$ cat config.mk
export PLATFORM = sky130hd
export DESIGN_NAME = gamepad_event_to_button_mapper
export DESIGN_NICKNAME = d
export VERILOG_FILES = /design/src/rtl/core/gebm_pkg.sv /design/src/rtl/core/gebm_ram.sv /design/src/rtl/core/gebm_declare.sv /design/src/rtl/core/gamepad_event_to_button_mapper.sv
export SDC_FILE = /design/constraint.sdc
export NUM_CORES = 2
export LEC_CHECK = 0
export BUFFER_PORTS_ARGS = -buffer_cell sky130_fd_sc_hd__buf_4
export CORE_ASPECT_RATIO = 1.2
export CORE_MARGIN = 8
export CORE_UTILIZATION = 40
export DETAILED_ROUTE_END_ITERATION = 16
export SYNTH_ARGS = -nofsm -noshare
export SYNTH_HDL_FRONTEND = slang
export SYNTH_MEMORY_MAX_BITS = 65536
export SYNTH_SLANG_ARGS = --single-unit
export TNS_END_PERCENT = 100
$ cat constraint.sdc
create_clock -name clk_i -period 10.6 [get_ports clk_i]
set_input_delay 1.06 -clock clk_i [delete_from_list [all_inputs] [get_ports clk_i]]
set_output_delay 1.06 -clock clk_i [all_outputs]
set_load 0.01 [all_outputs]
$ cat src/rtl/core/gebm_pkg.sv
package gebm_pkg;

  localparam int AxisCodes  = 64;
  localparam int AxisBits   = $clog2(AxisCodes);
  localparam int ValueBits  = 32;
  localparam int ThrWidth   = 2 * ValueBits;
  localparam int InfoWidth  = 7;
  localparam int MaxResults = 6;
  localparam int ResCntBits = 3;

  localparam logic [1:0] OpDeclare    = 2'd0;
  localparam logic [1:0] OpEvent      = 2'd1;
  localparam logic [1:0] OpDisconnect = 2'd2;

  localparam logic [4:0] EvKey  = 5'd1;
  localparam logic [4:0] EvAbs  = 5'd3;

  localparam logic [1:0] ModeButton = 2'd1;
  localparam logic [1:0] ModeTwoway = 2'd2;
  localparam logic [1:0] ModeHat    = 2'd3;

  localparam logic [2:0] BtnUp    = 3'd0;
  localparam logic [2:0] BtnDown  = 3'd1;
  localparam logic [2:0] BtnLeft  = 3'd2;
  localparam logic [2:0] BtnRight = 3'd3;
  localparam logic [2:0] BtnA     = 3'd4;
  localparam logic [2:0] BtnB     = 3'd5;

  localparam logic [9:0] KeyEsc   = 10'd1;
  localparam logic [9:0] KeyUp    = 10'd103;
  localparam logic [9:0] KeyDown  = 10'd108;
  localparam logic [9:0] KeyLeft  = 10'd105;
  localparam logic [9:0] KeyRight = 10'd106;
  localparam logic [9:0] KeyA     = 10'd44;
  localparam logic [9:0] KeyB     = 10'd45;

  typedef enum logic [1:0] {
    StIdle,
    StRead,
    StEmit
  } state_e;

  typedef struct packed {
    logic       kind;
    logic [2:0] button;
    logic       pressed;
  } result_t;

  function automatic logic [3:0] hat_dirs(input logic [2:0] idx);
    logic [3:0] r;
    begin
      unique case (idx)
        3'd0: r = 4'b0001;
        3'd1: r = 4'b1001;
        3'd2: r = 4'b1000;
        3'd3: r = 4'b1010;
        3'd4: r = 4'b0010;
        3'd5: r = 4'b0110;
        3'd6: r = 4'b0100;
        default: r = 4'b0101;
      endcase
      return r;
    end
  endfunction

endpackage

$ cat src/rtl/core/gebm_ram.sv
module gebm_ram #(
  parameter int Width = 8,
  parameter int Depth = 64
) (
  input  logic                     clk_i,
  input  logic                     we_i,
  input  logic [$clog2(Depth)-1:0] waddr_i,
  input  logic [Width-1:0]         wdata_i,
  input  logic [$clog2(Depth)-1:0] raddr_i,
  output logic [Width-1:0]         rdata_o
);
  logic [Width-1:0] mem_q [Depth];

  always_ff @(posedge clk_i) begin
    if (we_i) begin
      mem_q[waddr_i] <= wdata_i;
    end
    rdata_o <= mem_q[raddr_i];
  end
endmodule

$ cat src/rtl/core/gebm_declare.sv
module gebm_declare (
  input  logic                           clk_i,
  input  logic signed [gebm_pkg::ValueBits-1:0] rest_i,
  input  logic signed [gebm_pkg::ValueBits-1:0] min_i,
  input  logic signed [gebm_pkg::ValueBits-1:0] max_i,
  input  logic [gebm_pkg::AxisBits-1:0]  code_i,
  output logic                           keep_o,
  output logic [gebm_pkg::ThrWidth-1:0]  thr_o,
  output logic [gebm_pkg::InfoWidth-1:0] info_o
);
  import gebm_pkg::*;

  localparam int W = ValueBits + 1;

  logic signed [W-1:0] mn, mx, rs, sum, mid, lo, hi, lo2, hi2;
  logic signed [W-1:0] mid_q, mn_q, mx_q;
  logic                two_q, btn_q, hat_q, vert_q, odd_q;
  logic                two_d, btn_d, hat_d, vert_d;

  always_comb begin
    mn  = W'(min_i);
    mx  = W'(max_i);
    rs  = W'(rest_i);
    sum = mn + mx;
    two_d = (rs > mn) && (rs < mx);
    btn_d = (mx >= mn + 1) && (rs == mn);
    hat_d = (mx == mn + 7);
    if (code_i == AxisBits'(3)) begin
      vert_d = 1'b0;
    end else if (code_i == AxisBits'(4)) begin
      vert_d = 1'b1;
    end else begin
      vert_d = code_i[0];
    end
  end

  always_ff @(posedge clk_i) begin
    mid_q  <= sum >>> 1;
    mn_q   <= mn;
    mx_q   <= mx;
    two_q  <= two_d;
    btn_q  <= btn_d;
    hat_q  <= hat_d;
    vert_q <= vert_d;
    odd_q  <= code_i[0];
  end

  always_comb begin
    mid = mid_q;
    lo  = (mn_q + mid) >>> 1;
    hi  = (mx_q + mid) >>> 1;
    lo2 = (lo >= mid) ? mid - 1 : lo;
    hi2 = (hi <= mid) ? mid + 1 : hi;
    keep_o = two_q | btn_q | hat_q;
    if (two_q) begin
      thr_o  = {hi2[ValueBits-1:0], lo2[ValueBits-1:0]};
      info_o = {4'b0000, vert_q, ModeTwoway};
    end else if (btn_q) begin
      thr_o  = {mid[ValueBits-1:0], {ValueBits{1'b0}}};
      info_o = {4'b0000, odd_q, ModeButton};
    end else begin
      thr_o  = {{ValueBits{1'b0}}, mn_q[ValueBits-1:0]};
      info_o = {4'b1111, 1'b0, ModeHat};
    end
  end
endmodule

$ cat src/rtl/core/gamepad_event_to_button_mapper.sv
// an item is accepted in StIdle, read and decided in StRead, then sent in StEmit
// no new item is taken until every result beat of the last one is sent
// the axis tables are single-port-write rams, read out in the cycle after accept
// reset clears held buttons, axis present bits and control; the rams are not cleared
// an entry is only used while its present bit is set
module gamepad_event_to_button_mapper (
  input  logic         clk_i,
  input  logic         rst_ni,
  input  logic         in_valid_i,
  output logic         in_ready_o,
  input  logic [1:0]   operation_i,
  input  logic [4:0]   event_type_i,
  input  logic [9:0]   code_i,
  input  logic [31:0]  value_i,
  input  logic [31:0]  range_min_i,
  input  logic [31:0]  range_max_i,
  output logic         out_valid_o,
  input  logic         out_ready_i,
  output logic         kind_o,
  output logic [2:0]   button_o,
  output logic         pressed_o,
  output logic         last_o
);
  import gebm_pkg::*;

  state_e state_q, state_d;
  logic [1:0]  op_q;
  logic [4:0]  typ_q;
  logic [9:0]  code_q;
  logic signed [ValueBits-1:0] val_q;
  logic [5:0]  held_q, held_d;
  logic [AxisCodes-1:0] pres_q, pres_d;
  logic [ThrWidth-1:0]  thr_rd, thr_wd;
  logic [InfoWidth-1:0] info_rd, info_wd;
  logic thr_we, info_we;
  logic keep;
  logic [ThrWidth-1:0]  dthr;
  logic [InfoWidth-1:0] dinfo;
  result_t res_d [MaxResults];
  result_t res_q [MaxResults];
  logic [ResCntBits-1:0] cnt_d, cnt_q, idx_q;
  logic accept;
  logic [AxisBits-1:0] axis;
  logic axis_ok;

  assign accept  = in_valid_i && in_ready_o;
  assign in_ready_o = (state_q == StIdle);
  assign axis    = code_q[AxisBits-1:0];
  assign axis_ok = (code_q < 10'(AxisCodes));

  gebm_ram #(.Width(ThrWidth), .Depth(AxisCodes)) u_thr (
    .clk_i, .we_i(thr_we), .waddr_i(axis), .wdata_i(thr_wd),
    .raddr_i(code_i[AxisBits-1:0]), .rdata_o(thr_rd));
  gebm_ram #(.Width(InfoWidth), .Depth(AxisCodes)) u_info (
    .clk_i, .we_i(info_we), .waddr_i(axis), .wdata_i(info_wd),
    .raddr_i(code_i[AxisBits-1:0]), .rdata_o(info_rd));

  gebm_declare u_decl (
    .clk_i, .rest_i(value_i[ValueBits-1:0]), .min_i(range_min_i[ValueBits-1:0]),
    .max_i(range_max_i[ValueBits-1:0]), .code_i(code_i[AxisBits-1:0]),
    .keep_o(keep), .thr_o(dthr), .info_o(dinfo));

  always_ff @(posedge clk_i) begin
    if (accept) begin
      typ_q  <= event_type_i;
      code_q <= code_i;
      val_q  <= value_i[ValueBits-1:0];
    end
    if (state_q == StRead) begin
      res_q <= res_d;
    end
  end

  always_ff @(posedge clk_i or negedge rst_ni) begin
    if (!rst_ni) begin
      state_q <= StIdle;
      op_q    <= OpDisconnect;
      held_q  <= '0;
      pres_q  <= '0;
      cnt_q   <= '0;
      idx_q   <= '0;
    end else begin
      state_q <= state_d;
      if (accept) op_q <= operation_i;
      held_q  <= held_d;
      pres_q  <= pres_d;
      if (state_q == StRead) begin
        cnt_q <= cnt_d;
        idx_q <= '0;
      end else if (out_valid_o && out_ready_i) begin
        idx_q <= idx_q + 1'b1;
      end
    end
  end

  always_comb begin
    state_d = state_q;
    unique case (state_q)
      StIdle: if (accept) state_d = StRead;
      StRead: state_d = (cnt_d == '0) ? StIdle : StEmit;
      StEmit: if (out_ready_i && (idx_q + 1'b1 == cnt_q)) state_d = StIdle;
      default: state_d = StIdle;
    endcase
  end

  // item decision
  always_comb begin
    logic [1:0] mode;
    logic sel, btn_found, cur;
    logic signed [3:0] old, v;
    logic signed [ValueBits-1:0] lo, hi;
    logic signed [ValueBits:0] d;
    logic [2:0] b, neg, pos;
    logic [3:0] nst, ost;
    held_d  = held_q;
    pres_d  = pres_q;
    cnt_d   = '0;
    thr_we  = 1'b0;
    info_we = 1'b0;
    thr_wd  = dthr;
    info_wd = dinfo;
    mode = info_rd[1:0];
    sel  = info_rd[2];
    old  = info_rd[6:3];
    lo   = thr_rd[ValueBits-1:0];
    hi   = thr_rd[ThrWidth-1:ValueBits];
    v    = old;
    b    = BtnA;
    btn_found = 1'b1;
    neg = sel ? BtnUp : BtnLeft;
    pos = sel ? BtnDown : BtnRight;
    d   = (ValueBits+1)'(val_q) - (ValueBits+1)'(lo);
    nst = '0;
    ost = held_q[3:0];
    cur = 1'b0;
    for (int i = 0; i < MaxResults; i++) res_d[i] = '0;
    if (state_q == StRead) begin
      unique case (op_q)
        OpDeclare: begin
          if (axis_ok) begin
            pres_d[axis] = keep;
            thr_we  = keep;
            info_we = keep;
          end
        end
        OpEvent: begin
          if (typ_q == EvKey) begin
            unique case (code_q)
              KeyEsc:   btn_found = 1'b0;
              KeyUp:    b = BtnUp;
              KeyDown:  b = BtnDown;
              KeyLeft:  b = BtnLeft;
              KeyRight: b = BtnRight;
              KeyA:     b = BtnA;
              KeyB:     b = BtnB;
              default: begin
                btn_found = (code_q >= 10'h100);
                b = code_q[0] ? BtnB : BtnA;
              end
            endcase
            cur = held_q[b];
            if (code_q == KeyEsc) begin
              res_d[0] = '{kind: 1'b1, button: 3'd0, pressed: 1'b0};
              cnt_d = 3'd1;
            end else if (btn_found && ((val_q != '0) != cur)) begin
              held_d[b] = (val_q != '0);
              res_d[0] = '{kind: 1'b0, button: b, pressed: (val_q != '0)};
              cnt_d = 3'd1;
            end
          end else if (typ_q == EvAbs && axis_ok && pres_q[axis]) begin
            unique case (mode)
              ModeButton: begin
                v = (val_q >= hi) ? 4'sd1 : 4'sd0;
                if (v != old) begin
                  b = sel ? BtnA : BtnB;
                  held_d[b] = v[0];
                  res_d[0] = '{kind: 1'b0, button: b, pressed: v[0]};
                  cnt_d = 3'd1;
                end
              end
              ModeTwoway: begin
                v = (val_q <= lo) ? -4'sd1 : ((val_q >= hi) ? 4'sd1 : 4'sd0);
                if (v != old) begin
                  if (v <= 0 && held_d[pos]) begin
                    held_d[pos] = 1'b0;
                    res_d[cnt_d] = '{kind: 1'b0, button: pos, pressed: 1'b0};
                    cnt_d = cnt_d + 1'b1;
                  end
                  if (v >= 0 && held_d[neg]) begin
                    held_d[neg] = 1'b0;
                    res_d[cnt_d] = '{kind: 1'b0, button: neg, pressed: 1'b0};
                    cnt_d = cnt_d + 1'b1;
                  end
                  if (v < 0 && !held_d[neg]) begin
                    held_d[neg] = 1'b1;
                    res_d[cnt_d] = '{kind: 1'b0, button: neg, pressed: 1'b1};
                    cnt_d = cnt_d + 1'b1;
                  end
                  if (v > 0 && !held_d[pos]) begin
                    held_d[pos] = 1'b1;
                    res_d[cnt_d] = '{kind: 1'b0, button: pos, pressed: 1'b1};
                    cnt_d = cnt_d + 1'b1;
                  end
                end
              end
              ModeHat: begin
                v = (d < 0 || d >= 8) ? -4'sd1 : {1'b0, d[2:0]};
                if (v != old) begin
                  nst = (v < 0) ? 4'b0000 : hat_dirs(v[2:0]);
                  held_d[3:0] = nst;
                  for (int k = 0; k < 4; k++) begin
                    if (nst[k] != ost[k]) begin
                      res_d[cnt_d] = '{kind: 1'b0, button: 3'(k), pressed: nst[k]};
                      cnt_d = cnt_d + 1'b1;
                    end
                  end
                end
              end
              default: v = old;
            endcase
            if (v != old && (mode inside {ModeButton, ModeTwoway, ModeHat})) begin
              info_we = 1'b1;
              thr_we  = 1'b0;
              info_wd = {v, sel, mode};
            end
          end
        end
        OpDisconnect: begin
          for (int k = 5; k >= 0; k--) begin
            if (held_q[k]) begin
              res_d[cnt_d] = '{kind: 1'b0, button: 3'(k), pressed: 1'b0};
              cnt_d = cnt_d + 1'b1;
            end
          end
          held_d = '0;
          pres_d = '0;
        end
        default: cnt_d = '0;
      endcase
    end
  end

  always_comb begin
    result_t r;
    r = res_q[idx_q];
    out_valid_o = (state_q == StEmit);
    kind_o      = r.kind;
    button_o    = r.button;
    pressed_o   = r.pressed;
    last_o      = (idx_q + 1'b1 == cnt_q);
  end
endmodule

== Word-level counts from Yosys, hierarchy flattened ==
Memory sizes are Yosys's and may differ from the RTL's. A register that Yosys moved wholly into a read port is not among the register bits.
Cells that the tools add are included.

* Reduce and logical (&&, ||, !) cells: 47
* Order comparisons: 49
* Equal/unequal tests: 47
* Muxes and demuxes: 289
* Bitwise logic cells: 34
* Add/subtract/negate cells: 20

{| class="wikitable"
|+ Operator list
! operator !! number
|-
| $mux W30 || 46
|-
| $mux W3 || 68
|-
| $mux W64 || 3
|-
| $bwmux W30 || 6
|-
| $mux W6 || 28
|-
| $demux W5 S3 || 11
|-
| $mux W5 || 29
|-
| $pmux W64 S2 || 1
|-
| $add A32 B32 Y33 || 3
|-
| $and A24 B24 Y24 || 3
|-
| $not A24 Y24 || 3
|-
| $mux W4 || 17
|-
| $bwmux W64 || 1
|-
| $ge A32 B32 Y1 || 2
|-
| $le A32 B32 Y1 || 2
|-
| $mux W32 || 2
|-
| $pmux W30 S2 || 1
|-
| $lt A4 B1 Y1 const B || 13
|-
| $pmux W25 S2 || 1
|-
| $mux W7 || 7
|-
| $ge A4 B4 Y1 const B || 12
|-
| $not A3 Y4 || 12
|-
| $eq A10 B7 Y1 const B || 4
|-
| $add A3 B1 Y3 const B || 12
|-
| other kinds (84) || 199
|}

* Register bits after elaboration: 258
* Output and inout bits: 8
* Bits of input ports: 117
* Logic and storage cells: 524
* Memories kept: 2
* RAM bits: 4544

{| class="wikitable"
|+ Memory list
! name !! depth !! width !! read ports !! clocked after memory_dff !! write ports !! line !! text
|-
| u_thr.mem_q || 64 || 64 || 1 || 1 || 1 || gebm_ram.sv:12 || <nowiki>logic [Width-1:0] mem_q [Depth];</nowiki>
|-
| u_info.mem_q || 64 || 7 || 1 || 1 || 1 || gebm_ram.sv:12 ||
|}

== Depth between registers and ports, before layout ==
* Word-level depth: 49
* Mapped depth: 29
* Depth with buffers taken out: 27

== Cells and area by module ==
A second synthesis with hierarchy kept.

* Cell total of the unflattened synthesis: 11147
* Area total of the unflattened synthesis: 202357.8 sq um

{| class="wikitable"
|+ Modules (own cells, without submodules)
! module !! cells each !! times used !! seq. area each (sq um) !! area each (sq um)
|-
| gebm_ram (u_thr) || 6812 || 1 || 124279.2 || 156888.0
|-
| gebm_ram (u_info) || 808 || 1 || 13593.0 || 17578.1
|-
| gebm_declare || 1864 || 1 || 2021.9 || 14147.3
|-
| gamepad_event_to_button_mapper || 1663 || 1 || 4045.1 || 13744.4
|}

== Worst setup path before layout ==
OpenSTA, ideal clock, no wires.

* Path kind: reg-to-reg
* Start point: reg u_decl.mid_q[2] (netlist: u_decl.mid[2])
* End point: mem u_thr.mem_q[0][60] (netlist name) (data pin)
* Stages on the path, launching flop included: 24
* Path buffers: 1
* Setup slack: 736 ps
* Clock period less this slack: 9864 ps
* Required time: 9591 ps
* Library setup time: 1009 ps
* Data arrival time: 8856 ps
* Cells stage by stage: dfxtp_1 > ha_1 > a21oi_1 > a21oi_1 > o21ai_0 > a31oi_1 > a2111oi_0 > a221oi_1 > o21ai_0 > a21oi_1 > a21o_1 > a21oi_1 > xnor2_1 > ha_1 > nand4_1 > nor4_1 > inv_1 > nor3_1 > nand2_1 > a21oi_1 > or4_1 > nand3_1 > clkbuf_1 > o311ai_0

* Longest elaborated chain between the ends: 4
* Elaborated cells between the ends (all ways): 5
* Those cells by class: add/sub (2); order compare (1); mux (2)

{| class="wikitable"
|+ RTL lines
! what !! line !! text
|-
| start, declared || gebm_declare.sv:16 || <nowiki>logic signed [W-1:0] mid_q, mn_q, mx_q;</nowiki>
|-
| start signal, assigned || gebm_declare.sv:38 || <nowiki>mid_q <= sum >>> 1;</nowiki>
|-
| $add A32 B32 Y33 || gebm_declare.sv:51 || <nowiki>hi = (mx_q + mid) >>> 1;</nowiki>
|-
| $le A32 B32 Y1 || gebm_declare.sv:53 || <nowiki>hi2 = (hi <= mid) ? mid + 1 : hi;</nowiki>
|-
| $mux W32 * || gebm_declare.sv:53 ||
|-
| $mux W64 * || gebm_declare.sv:55 || <nowiki>if (two_q) begin</nowiki>
|-
| named net dthr[60] || gamepad_event_to_button_mapper.sv:37 || <nowiki>logic [ThrWidth-1:0] dthr;</nowiki>
|-
| end, declared || gebm_ram.sv:12 ||
|}

Mark *: on every way through the listed nets, which the timed path passes. The rest lies on a longest branch.

== Worst setup path after layout ==
* Start point: reg u_decl.mid_q[2] (netlist: u_decl.mid[2])
* End point: mem u_thr.mem_q[45][39] (netlist name) (data pin)

The elaborated chain is that of the path after synthesis.

==> reports/results.ini <==
[run_status]
status=finished, final reports clean

[clock_network]
htree_levels=5
numCtsBuffers=455
clk_latency_ps=1050
clock_sinks=4864
cts_tree=done
cts-root-buf=clkbuf_16
cts_setup_buffers=0
clkSlewWorstSetupHoldPaths_ps=70
cts_buffer_depth=4

[pwr]
peakVddDrop_mv=0.157
p_leak_nw=73.4
p_per_area_mw_per_mm2=209

[synth]
synth.top_cell.area_share=0.691
synth_cell_type_count=96
netlist_area_mm2=0.200
yosysWarnings=0
synth_edf_count=4612
synth_flop_cell=edfxtp_1
synth_nets=10500
synth_area_per_cell_um2=20.0
ys_async_sr_fraction=0.0164
yosysSeqAreaShare=0.719
synth_cells=10000
ys_ff_latch=4864
netlist_top_cells_area=edfxtp_1, mux4_2, ha_1
yosysTopAreaCell=edfxtp_1

[worst_setup_path]
regToRegStartpoint=u_decl.mid[2]$_DFF_P_
critPathKind=flip-flop to flip-flop
arrival_ps=9260
cp-start-kind=flip-flop
slowest_stage=o22ai_4
worstSetupStartpoint=u_decl.mid[2]$_DFF_P_
worstSetupEndpointType=flip-flop
cp_data_required_time_ps=11360
crit_path_max_fanout=40
cpMostUsedCell=a21oi_1
r2r_cells=28
r2r-end=u_thr.mem_q[45][39]$_DFFE_PP_
crit_path_end=u_thr.mem_q[45][39]$_DFFE_PP_
slowest_delay_ps=740
r2r_setup_slack_ps=2110

[floorplanning]
initial_core_util=0.402
die_w_um=662
core_mm2=0.499
fp-row-count=284
dieHeight_um=791
io_pins=125
die_area_mm2=0.524

[sta]
fmax_mhz=118
finalClockSkew_ps=104
rsz0062_at_grt=false
timing.final.crit_share=0.801
final_hold_viol_count=0
min_period_ps=8490
relSlewSlack=0.118
finalSetupTns_ps=0
worst_hold_slack_ps=188
worstMarginPinSlew_ps=1320
drv_slew=0
finalSetupViolCount=0

[route]
avgViaCountPerCell=6.23
routed_wl_mm=650
num_vias=108000
wire_per_inst_um=37.5
ant_nets=0
drc_errors=0
drt-initial-drc-count=14900
firstDrtPassIters=7

[placed_design]
dp_cells=16500
place_congestion=0.938
port_buffers=124
dp_hpwl_mm=367
placed_area_mm2=0.211

[grt]
grt_max_degree=150
grtUsageTotal=0.243
grt_pass1_wl_mm=886
antenna_found_initial=54
grt_overflow=0
grt_pass1_vias=107000

[cells_and_area]
final_util=0.455
final_common_cell=edfxtp_1
area_delta_synth_final_pct=13.2
drive_gt1_frac=0.261
fin_cells=17400
fin_area_mm2=0.227
nNetsFinal=10800
layout_common_cells=edfxtp_1, mux4_2, clkbuf_16

[worst_hold_path]
hold_path_class=primary input to flip-flop

[job]
max-cap-violations=0

where the power goes:
| group | internal (mW) | leakage [nW] | switching, mW |
|---|---|---|---|
| Clock | 9.55 | 7.53 | 7.41 |
| Sequential | 23.1 | 44.3 | 0.277 |
| Combinational | 2.13 | 21.6 | 5.00 |
| Total | 34.8 | 73.4 | 12.7 |
layer usage:
| layer | GRT usage | vias up | routed length, µm | part of all wire |
|---|---|---|---|---|
| li1 | - | 42200 | - | - |
| met1 | 0.321 | 58700 | 246000 | 0.38 |
| met2 | 0.403 | 5998 | 318000 | 0.49 |
| met3 | 0.0392 | 1180 | 56900 | 0.088 |
| met4 | 0.0944 | 12 | 29200 | 0.045 |
| met5 | 0 | - | 72 | 0.00011 |
critical path: cells and delay by family (launching register included):
family | cells | cell delay, ps
adders and majority gates | 2 | 680
AOI/OAI and AO/OA | 13 | 3670
DFF | 1 | 580
buffers and inverters | 5 | 1290
xor gates and xnor gates | 1 | 110
and+or+nand+nor | 7 | 1780
synthesized netlist by cell type (all sizes together) (18+ instances only):
master,instances
nand4,90
nor2,270
o21bai,29
and3,37
a22o,21
nand2,391
inv,246
nor4,42
nand2b,42
o211ai,19
a21o,91
edfxtp,4612
mux2,18
buf,106
mux2i,87
and2,25
a31oi,25
ha,344
nor3,102
xor2,53
o21a,46
nand3,95
nor2b,48
a21oi,323
clkbuf,391
dfxtp,172
dfrtp,79
o22ai,23
a211oi,26
mux4,1507
xnor2,177
or4,18
o21ai,245
per-stage QoR:
step	setup WS, ps	power, mW
5_1_grt	1700	49.0
4_1_cts	2140	47.7
3_5_place_dp	2220	30.9
2_1_floorplan	736	28.2
3_3_place_gp	1990	30.7
6_report	2110	47.5
cell type report:
class,count,area [µm²]
timing repair buffer,385,3650
inverter,248,933
fill,41500,272000
clock buffer,569,12100
tap,6578,8230
antenna,22,55.1
clock inverter,286,3340
sequential,4864,144000
multi-input combinational,4404,54600
cells by family after synthesis:
kind of cell	share of synthesized area
AO/OA/AOI/OAI	0.0307
XOR/XNOR	0.0101
adder cells (fa/ha/maj)	0.0222
buffers and inverters	0.0142
flip-flops	0.719
multiplexers	0.175
AND/OR/NAND/NOR	0.0295
worst min-delay path by stage:
| stage | from | end | slack (ps) | cells past startpoint |
|---|---|---|---|---|
| floorplan | pres_q[10]$_DFFE_PN0P_ | pres_q[10]$_DFFE_PN0P_ | 470 | 2 |
| global placement | pres_q[2]$_DFFE_PN0P_ | pres_q[2]$_DFFE_PN0P_ | 480 | 2 |
| detailed placement | cnt_q[0]$_DFFE_PN0P_ | cnt_q[0]$_DFFE_PN0P_ | 490 | 2 |
| CTS | event_type_i[2] | typ_q[2]$_DFFE_PP_ | 90 | 1 |
| global route | range_min_i[1] | u_decl.mn_q[1]$_DFF_P_ | 150 | 1 |
| finish | event_type_i[2] | typ_q[2]$_DFFE_PP_ | 190 | 1 |
flip-flops by register name (all words and copies together), names as in the netlist:
register / cells
cnt_q: 3
u_info.rdata_o: 7
u_decl.mx_q: 32
code_q: 10
state_q: 2
u_thr.mem_q: 4096
op_q: 2
u_thr.rdata_o: 64
res_q: 21
u_decl.vert_q: 1
u_decl.mn_q: 32
held_q: 6
typ_q: 5
u_decl.hat_q: 1
u_decl.mid: 32
idx_q: 3
u_decl.btn_q: 1
u_decl.two_q: 1
u_info.mem_q: 448
pres_q: 64
val_q: 32
u_decl.odd_q: 1
timing repair:
item / CTS / global route
resized for setup: 0 / 0
endpoints found under the hold margin: 14 / 0
hold buffers: 1 / 0
(Power assumes the default switching activity.)
